--- src/hdl/gpc_pkg.sv ---
// Shared types, constants and rounding helper for the gray8 compositor.
`default_nettype none

package gpc_pkg;

    // operation kinds carried on the input tuser
    typedef enum logic [1:0] {
        KIND_LUMA  = 2'd0,
        KIND_OVER  = 2'd1,
        KIND_COVER = 2'd2,
        KIND_NOP   = 2'd3
    } kind_t;

    // what the final stage does with a pixel
    typedef enum logic [1:0] {
        OP_DST   = 2'd0,
        OP_LUMA  = 2'd1,
        OP_BLEND = 2'd2
    } op_t;

    localparam int unsigned CH_W   = 8;
    localparam int unsigned NUM_CH = 4;
    localparam int unsigned SUM_W  = 18;

    // BT.601 integer luma weights and rounding bias
    localparam logic [SUM_W-1:0] LUMA_R    = 18'd299;
    localparam logic [SUM_W-1:0] LUMA_G    = 18'd587;
    localparam logic [SUM_W-1:0] LUMA_B    = 18'd114;
    localparam logic [SUM_W-1:0] LUMA_BIAS = 18'd500;

    // floor(n / 1000) = (n * LUMA_RECIP) >> LUMA_SHIFT for n < 2^18
    localparam logic [36:0]  LUMA_RECIP = 37'd268436;
    localparam int unsigned  LUMA_SHIFT = 28;

    localparam logic [15:0] MUL_BIAS = 16'd128;
    localparam logic [7:0]  FULL     = 8'hff;
    localparam logic [7:0]  NONE     = 8'h00;

    // (a*b + 127) / 255 given t = a*b + 128, exact for 8-bit a and b
    function automatic logic [7:0] div255(input logic [15:0] t);
        logic [15:0] s;
        s = t + {8'd0, t[15:8]};
        return s[15:8];
    endfunction

endpackage

`default_nettype wire

--- src/hdl/gray8_premultiplied_compositor_core.sv ---
// Top level: four-stage gray8 premultiplied source-over compositor.
// One pixel per cycle unless the output stalls; the coverage, luma and reciprocal
// multipliers each sit in their own register stage.
// Each stage advances on its own, so bubbles close up under output back-pressure.
// Reset (aresetn low, synchronous) clears all stage valid bits.
`default_nettype none

module gray8_premultiplied_compositor_core (
    input  wire logic        aclk,
    input  wire logic        aresetn,
    input  wire logic        s_axis_tvalid,
    output logic             s_axis_tready,
    // [31:0] src_color, [39:32] dst_gray, [47:40] coverage
    input  wire logic [47:0] s_axis_tdata,
    // [1:0] kind
    input  wire logic [1:0]  s_axis_tuser,
    output logic             m_axis_tvalid,
    input  wire logic        m_axis_tready,
    // [7:0] new_gray
    output logic [7:0]       m_axis_tdata
);
    import gpc_pkg::*;

    logic adv1, adv2, adv3, adv4;

    // stage 1: coverage products
    logic        v1_reg;
    logic [15:0] prod1_reg [NUM_CH];
    logic [15:0] prod1_next [NUM_CH];
    logic [31:0] color1_reg;
    logic [7:0]  dst1_reg;
    kind_t       kind1_reg;
    logic        cov_zero1_reg;
    logic        scale1_reg;

    // stage 2: luma sum and destination product
    logic        v2_reg;
    op_t         op2_reg, op2_next;
    logic [SUM_W-1:0] sum2_reg, sum2_next;
    logic [15:0] dprod2_reg, dprod2_next;
    logic [7:0]  dst2_reg;

    // stage 3: divided luma and scaled destination
    logic        v3_reg;
    op_t         op3_reg;
    logic [7:0]  luma3_reg, luma3_next;
    logic [7:0]  dmul3_reg;
    logic [7:0]  dst3_reg;

    // stage 4: output
    logic        v4_reg;
    logic [7:0]  out4_reg, out4_next;

    logic [31:0] color_in;
    logic [7:0]  dst_in, cov_in;
    logic [7:0]  eff_ch [NUM_CH];
    logic [7:0]  eff_alpha;
    logic [36:0] recip_prod;
    logic [8:0]  blend_sum;

    assign color_in = s_axis_tdata[31:0];
    assign dst_in   = s_axis_tdata[39:32];
    assign cov_in   = s_axis_tdata[47:40];

    assign adv4 = !v4_reg || m_axis_tready;
    assign adv3 = !v3_reg || adv4;
    assign adv2 = !v2_reg || adv3;
    assign adv1 = !v1_reg || adv2;
    assign s_axis_tready = adv1;

    always_comb begin
        for (int i = 0; i < NUM_CH; i++) begin
            prod1_next[i] = {8'd0, color_in[i*CH_W +: CH_W]} * {8'd0, cov_in} + MUL_BIAS;
        end
    end

    always_comb begin
        for (int i = 0; i < NUM_CH; i++) begin
            eff_ch[i] = scale1_reg ? div255(prod1_reg[i]) : color1_reg[i*CH_W +: CH_W];
        end
        eff_alpha = eff_ch[3];

        sum2_next = LUMA_R * {10'd0, eff_ch[2]} + LUMA_G * {10'd0, eff_ch[1]}
                  + LUMA_B * {10'd0, eff_ch[0]} + LUMA_BIAS;
        dprod2_next = {8'd0, dst1_reg} * {8'd0, FULL - eff_alpha} + MUL_BIAS;

        case (kind1_reg) inside
            KIND_LUMA: op2_next = OP_LUMA;
            KIND_OVER, KIND_COVER: begin
                if (kind1_reg == KIND_COVER && cov_zero1_reg) begin
                    op2_next = OP_DST;
                end else if (eff_alpha == NONE) begin
                    op2_next = OP_DST;
                end else if (eff_alpha == FULL) begin
                    op2_next = OP_LUMA;
                end else begin
                    op2_next = OP_BLEND;
                end
            end
            default:   op2_next = OP_DST;
        endcase
    end

    assign recip_prod = {19'd0, sum2_reg} * LUMA_RECIP;
    assign luma3_next = recip_prod[LUMA_SHIFT +: 8];

    assign blend_sum = {1'b0, luma3_reg} + {1'b0, dmul3_reg};

    always_comb begin
        case (op3_reg)
            OP_LUMA:  out4_next = luma3_reg;
            OP_BLEND: out4_next = blend_sum[8] ? FULL : blend_sum[7:0];
            default:  out4_next = dst3_reg;
        endcase
    end

    // valid bits
    always_ff @(posedge aclk) begin
        if (!aresetn) begin
            v1_reg <= 1'b0;
            v2_reg <= 1'b0;
            v3_reg <= 1'b0;
            v4_reg <= 1'b0;
        end else begin
            if (adv1) v1_reg <= s_axis_tvalid;
            if (adv2) v2_reg <= v1_reg;
            if (adv3) v3_reg <= v2_reg;
            if (adv4) v4_reg <= v3_reg;
        end
    end

    // payload: hold while a stage is full and the next stage cannot take it
    always_ff @(posedge aclk) begin
        if (adv1) begin
            prod1_reg     <= prod1_next;
            color1_reg    <= color_in;
            dst1_reg      <= dst_in;
            kind1_reg     <= kind_t'(s_axis_tuser);
            cov_zero1_reg <= (cov_in == NONE);
            scale1_reg    <= (kind_t'(s_axis_tuser) == KIND_COVER)
                             && (cov_in != NONE) && (cov_in != FULL);
        end
        if (adv2) begin
            op2_reg    <= op2_next;
            sum2_reg   <= sum2_next;
            dprod2_reg <= dprod2_next;
            dst2_reg   <= dst1_reg;
        end
        if (adv3) begin
            op3_reg   <= op2_reg;
            luma3_reg <= luma3_next;
            dmul3_reg <= div255(dprod2_reg);
            dst3_reg  <= dst2_reg;
        end
        if (adv4) begin
            out4_reg <= out4_next;
        end
    end

    assign m_axis_tvalid = v4_reg;
    assign m_axis_tdata  = out4_reg;

    a_full_stall: assert property (@(posedge aclk) disable iff (!aresetn)
        (v1_reg && v2_reg && v3_reg && v4_reg && !m_axis_tready) |-> !s_axis_tready)
        else $error("input taken while every stage is full and stalled");

    // a non-black destination under a partial alpha always leaves a product
    a_blend_alpha: assert property (@(posedge aclk) disable iff (!aresetn)
        (v2_reg && op2_reg == OP_BLEND && dst2_reg != NONE) |-> (dprod2_reg != 16'd128))
        else $error("blend selected with alpha of full scale");

    a_mid_hold: assert property (@(posedge aclk) disable iff (!aresetn)
        (v2_reg && !adv3) |=> (v2_reg && $stable(sum2_reg) && $stable(op2_reg)))
        else $error("stage two changed while stalled");

endmodule

`default_nettype wire
--- config.mk ---
export PLATFORM = sky130hd
export DESIGN_NAME = gray8_premultiplied_compositor_core
export DESIGN_NICKNAME = d
export VERILOG_FILES = /design/src/hdl/gpc_pkg.sv /design/src/hdl/gray8_premultiplied_compositor_core.sv
export SDC_FILE = /design/constraint.sdc
export NUM_CORES = 1
export LEC_CHECK = 0
export BUFFER_PORTS_ARGS = -buffer_cell sky130_fd_sc_hd__buf_2
export CAP_MARGIN = 15
export CORE_MARGIN = 3
export CORE_UTILIZATION = 50
export CTS_CLUSTER_SIZE = 30
export DETAILED_ROUTE_END_ITERATION = 6
export GPL_ROUTABILITY_DRIVEN = 0
export PLACE_DENSITY = 0.69
export SLEW_MARGIN = 20
export SYNTH_ARGS = -nofsm -noshare
export SYNTH_HDL_FRONTEND = slang
export SYNTH_SLANG_ARGS = --single-unit
--- constraint.sdc ---
create_clock -name aclk -period 7.5 [get_ports aclk]
set_clock_uncertainty 0.05 [all_clocks]
set_input_delay 1.5 -clock aclk [delete_from_list [all_inputs] [get_ports aclk]]
set_output_delay 1.5 -clock aclk [all_outputs]
set_load 0.02 [all_outputs]
Word level (Yosys, flattened, before mapping):

Cells that the tools add are included.

* add/subtract/negate cells: 15
* multiply operators: 9
* equal/unequal tests: 7
* mux-type cells: 10
* bitwise gates (word level): 1
* reductions and logical operators: 17

Operators by type and width (number)
* $add 16x8->16: 5
* $add 16x8->16 const B: 5
* $mul 8x8->16: 5
* $mux 8: 5
* $mul 18x17->34 const B: 1
* $add 17x18->18: 1
* $add 18x15->18: 1
* $add 18x9->18 const B: 1
* $mul 10x8->18 const A: 1
* $mul 9x8->17 const A: 1
* $logic_not 8->1: 2
* $pmux 8 s2: 1
* $mul 6x8->14 const A: 1
* $add 8x8->9: 1
* $eq 8x8->1 const B: 1
* $ne 8x8->1 const B: 1
* $reduce_bool 8->1: 1
* $sub 8x8->8 const A: 1
* $eq 2x2->1 const B: 3
* $eq 2x1->1 const B: 2
* $logic_not 1->1: 4
* $logic_or 1x1->1: 4
* $reduce_or 4->1: 1
* $logic_and 1x1->1: 3
* other kinds (5): 7

* register bits after elaboration: 190
* input bits: 54
* output and inout bits: 10
* logic and storage cells: 82

Longest topological paths before layout:

* word-level depth: 7
* depth in mapped cells: 33
* gate-level depth less buffers: 33

Worst setup path after synthesis:

Ideal clock, no wire load.

* path type: reg2reg
* start: reg prod1_reg[57] (netlist bit)
* end: reg sum2_reg[16] (data pin)
* library setup time: 0.258 ns
* arrival: 7.220 ns
* required time: 7.192 ns
* path slack: -0.027 ns
* cell stages (with the launch flop): 30
* buffers on the path: 0
* clock period less this slack: 7.527 ns
* path through: edfxtp_1 > ha_1 > a31o_2 > a21o_1 > a2111oi_2 > nor3b_2 > nand2_1 > xor2_1 > a21oi_1 > ha_1 > fa_1 > ha_1 > ha_1 > fa_1 > xor2_1 > ha_1 > ha_1 > fa_1 > inv_1 > fa_1 > fa_1 > inv_1 > ha_1 > nor2_1 > nor2_1 > nand2_1 > o2111a_1 > o31ai_1 > a21oi_1 > xnor2_1

* longest elaborated chain between the ends: 5

Ends and longest elaborated chain
* start: declaration: line gray8_premultiplied_compositor_core.sv:28 `logic [15:0] prod1_reg [NUM_CH];`
* start signal: assignment: line gray8_premultiplied_compositor_core.sv:135 `prod1_reg <= prod1_next;`
* $add 16x8->16: line gpc_pkg.sv:42 `s = t + {8'd0, t[15:8]};`
* $mux 8: line gray8_premultiplied_compositor_core.sv:79 `eff_ch[i] = scale1_reg ? div255(prod1_reg[i]) : color1_reg[i*CH_W +: CH_W];`
* $mul 6x8->14: line gray8_premultiplied_compositor_core.sv:84 `+ LUMA_B * {10'd0, eff_ch[0]} + LUMA_BIAS;`
* $add 18x15->18: line gray8_premultiplied_compositor_core.sv:84
* $add 18x9->18: line gray8_premultiplied_compositor_core.sv:84
* net sum2_next[16]: line gray8_premultiplied_compositor_core.sv:39 `logic [SUM_W-1:0] sum2_reg, sum2_next;`
* end signal: assignment: line gray8_premultiplied_compositor_core.sv:145 `sum2_reg <= sum2_next;`
* end: declaration: line gray8_premultiplied_compositor_core.sv:39

The timed path passes the listed nets, and every way through them passes these cells.
A chain may end at the register's enable or synchronous reset.

Final worst setup path:

Ends and elaborated chain as after synthesis.

==> impl_metrics.tcl <==
set metrics [dict create \
    status "completed" \
    wl_um 52100 \
    drive_gt1_share_pct 8.03 \
    path_delay_family "adder cells" \
    hold_path.class "flip-flop to flip-flop" \
    worstSetupPathType "flip-flop to flip-flop" \
    clock-sinks 190 \
    die_w_um 234 \
    drt_iter0_markers 900 \
    die_h_um 234 \
    setup_violations 0 \
    synthFlopType "edfxtp_1" \
    grt_overflow_total 0 \
    cp_slowest_stage_delay_ps 560 \
    path_buf_inv 2 \
    syn-cell-area_um2 26000 \
    syn_area_per_cell_um2 10.2 \
    avgViaCountPerCell 5.30 \
    fmaxAchievable_ghz 0.134 \
    synth_fp_nets 3405 \
    cts_tree "built" \
    final_nets 3509 \
    worstSetupEndpointType "flip-flop" \
    ios 64 \
    required_ps 7660 \
    final_core_util_pct 55.8 \
    cts_hold_buf 0 \
    hold_viol 0 \
    synth_cells 2548 \
    coreArea_um2 50800 \
    start_util_pct 51.2 \
    ant_nets 0 \
    relSlewSlack_pct 31.0 \
    synth-edff-count 186 \
    path_max_fanout 4 \
    antenna_cells 0 \
    grt_pass1_vias 18900 \
    period_minus_slack_ps 7480 \
    slowest_stage "fa_1" \
    htree_levels 4 \
    dieArea_um2 54800 \
    grt.total_usage_pct 20.2 \
    port_buffers 63 \
    yosysUniqueCellTypes 74 \
    clk_transition_reported_paths_ps 70 \
    fin_crit_sh_pct 99.7 \
    largest_reg_flops 64 \
    rsz0062_at_grt "true" \
    route.vias.total 17700 \
    cts_max_path_buffers 2 \
    drc_errors 0 \
    ys_seq_elements 190 \
    critPathLaunchType "flip-flop" \
    post-dp-hpwl_um 41800 \
    area_delta_synth_final_pct 8.86 \
    worstPathArrival_ps 7640 \
    cap_viol_max_count 0 \
    dp_cells 3300 \
    tightest_slew_ps 1030 \
    clockRootBuffer "clkbuf_16" \
    antenna_found_initial 0 \
    drt-pass1-iter-count 7 \
    fp-row-count 82 \
    synthArstFlopShare_pct 0 \
    path_common_cell "ha_4" \
    grt_pass1_wl_um 90100 \
    synth_warnings 0 \
    final_common_cell "inv_1" \
    numCtsBuffers 17 \
    clkLatencyLatePin_ps 460 \
    grt_max_degree 76 \
    wire_per_inst_um 15.6 \
    layout_common_cells "inv_1, ha_1, fa_1" \
    ys_seq_area_share_pct 21.8 \
    final_cells 3337 \
    finalMaxSlewViolations 0 \
    hold_slack_ps 371 \
]
[stage by stage]
stage | TNS [ps] | cell area [µm²] | setup WS [ps]
after floorplan | 0 | 26000 | 19.8
after global placement | -747 | 27500 | -285
after detailed placement | -1100 | 27500 | -376
after CTS | 0 | 28200 | 6.27
after global routing | -894 | 28300 | -312
final | 0 | 28300 | 21.9
[layer usage]
| layer | vias to the layer above | wire, µm | global-route usage, % |
|---|---|---|---|
| met5 | - | 0 | 0 |
| met4 | 0 | 807 | 5.26 |
| met3 | 55 | 1690 | 2.19 |
| met2 | 285 | 25700 | 35.1 |
| met1 | 8817 | 23900 | 27.1 |
| li1 | 8522 | - | - |
[logic make-up (layout without fill, tap and decap cells)]
kind of cell / count (synthesis) / count (layout) / share of synthesized area, %
fa+ha+maj: 803 / 803 / 47.4
simple gates: 614 / 614 / 11.9
buf+inv: 557 / 674 / 8.05
compound gates: 257 / 257 / 6.53
flops: 190 / 190 / 21.8
xor+xnor: 117 / 117 / 3.97
mux: 10 / 10 / 0.428
[cell type report]
class / count / area [µm²]
Sequential cell: 190 / 5670
Timing Repair Buffer: 122 / 758
Tap cell: 672 / 841
Clock inverter: 12 / 148
Clock buffer: 20 / 437
Multi-Input combinational cell: 1801 / 18500
Inverter: 520 / 1950
Fill cell: 4299 / 22500
[final timing paths]
| check | startpoint | to | slack [ps] | depth (start not counted) |
|---|---|---|---|---|
| setup reg to reg | prod1_reg[57] | sum2_reg[16] | 20 | 29 |
| setup / recovery | prod1_reg[57] | sum2_reg[16] | 20 | 29 |
| hold reg to reg | op2_reg[0] | op3_reg[0] | 370 | 0 |
| hold / removal | op2_reg[0] | op3_reg[0] | 370 | 0 |
[synth_stat cells (all sizes together), types with 7 or more instances]
cell type | count | area (µm²)
ha | 499 | 6240
nor2 | 94 | 355
edfxtp | 186 | 5590
nand2 | 205 | 769
xor2 | 34 | 305
o21a | 15 | 113
and2 | 183 | 1140
and3 | 11 | 68.8
clkbuf | 32 | 120
nor3 | 26 | 145
a21boi | 8 | 60.1
o21bai | 7 | 52.6
inv | 519 | 1950
a21o | 21 | 158
o21ai | 49 | 245
nor2b | 23 | 144
nand4 | 11 | 75.1
nand3 | 29 | 145
mux2i | 7 | 77.6
and4 | 7 | 61.3
a21oi | 89 | 445
a211oi | 7 | 57.6
xnor2 | 83 | 727
fa | 304 | 6090
[repair_timing]
action	4_1_cts	5_1_grt
endpoints found under the setup margin	6	6
resized for setup	22	24
setup buffers	3	2
pin swaps	32	22
Power is not shown: default switching activity piles up to over one toggle a cycle in this logic, so the estimate is an artifact.
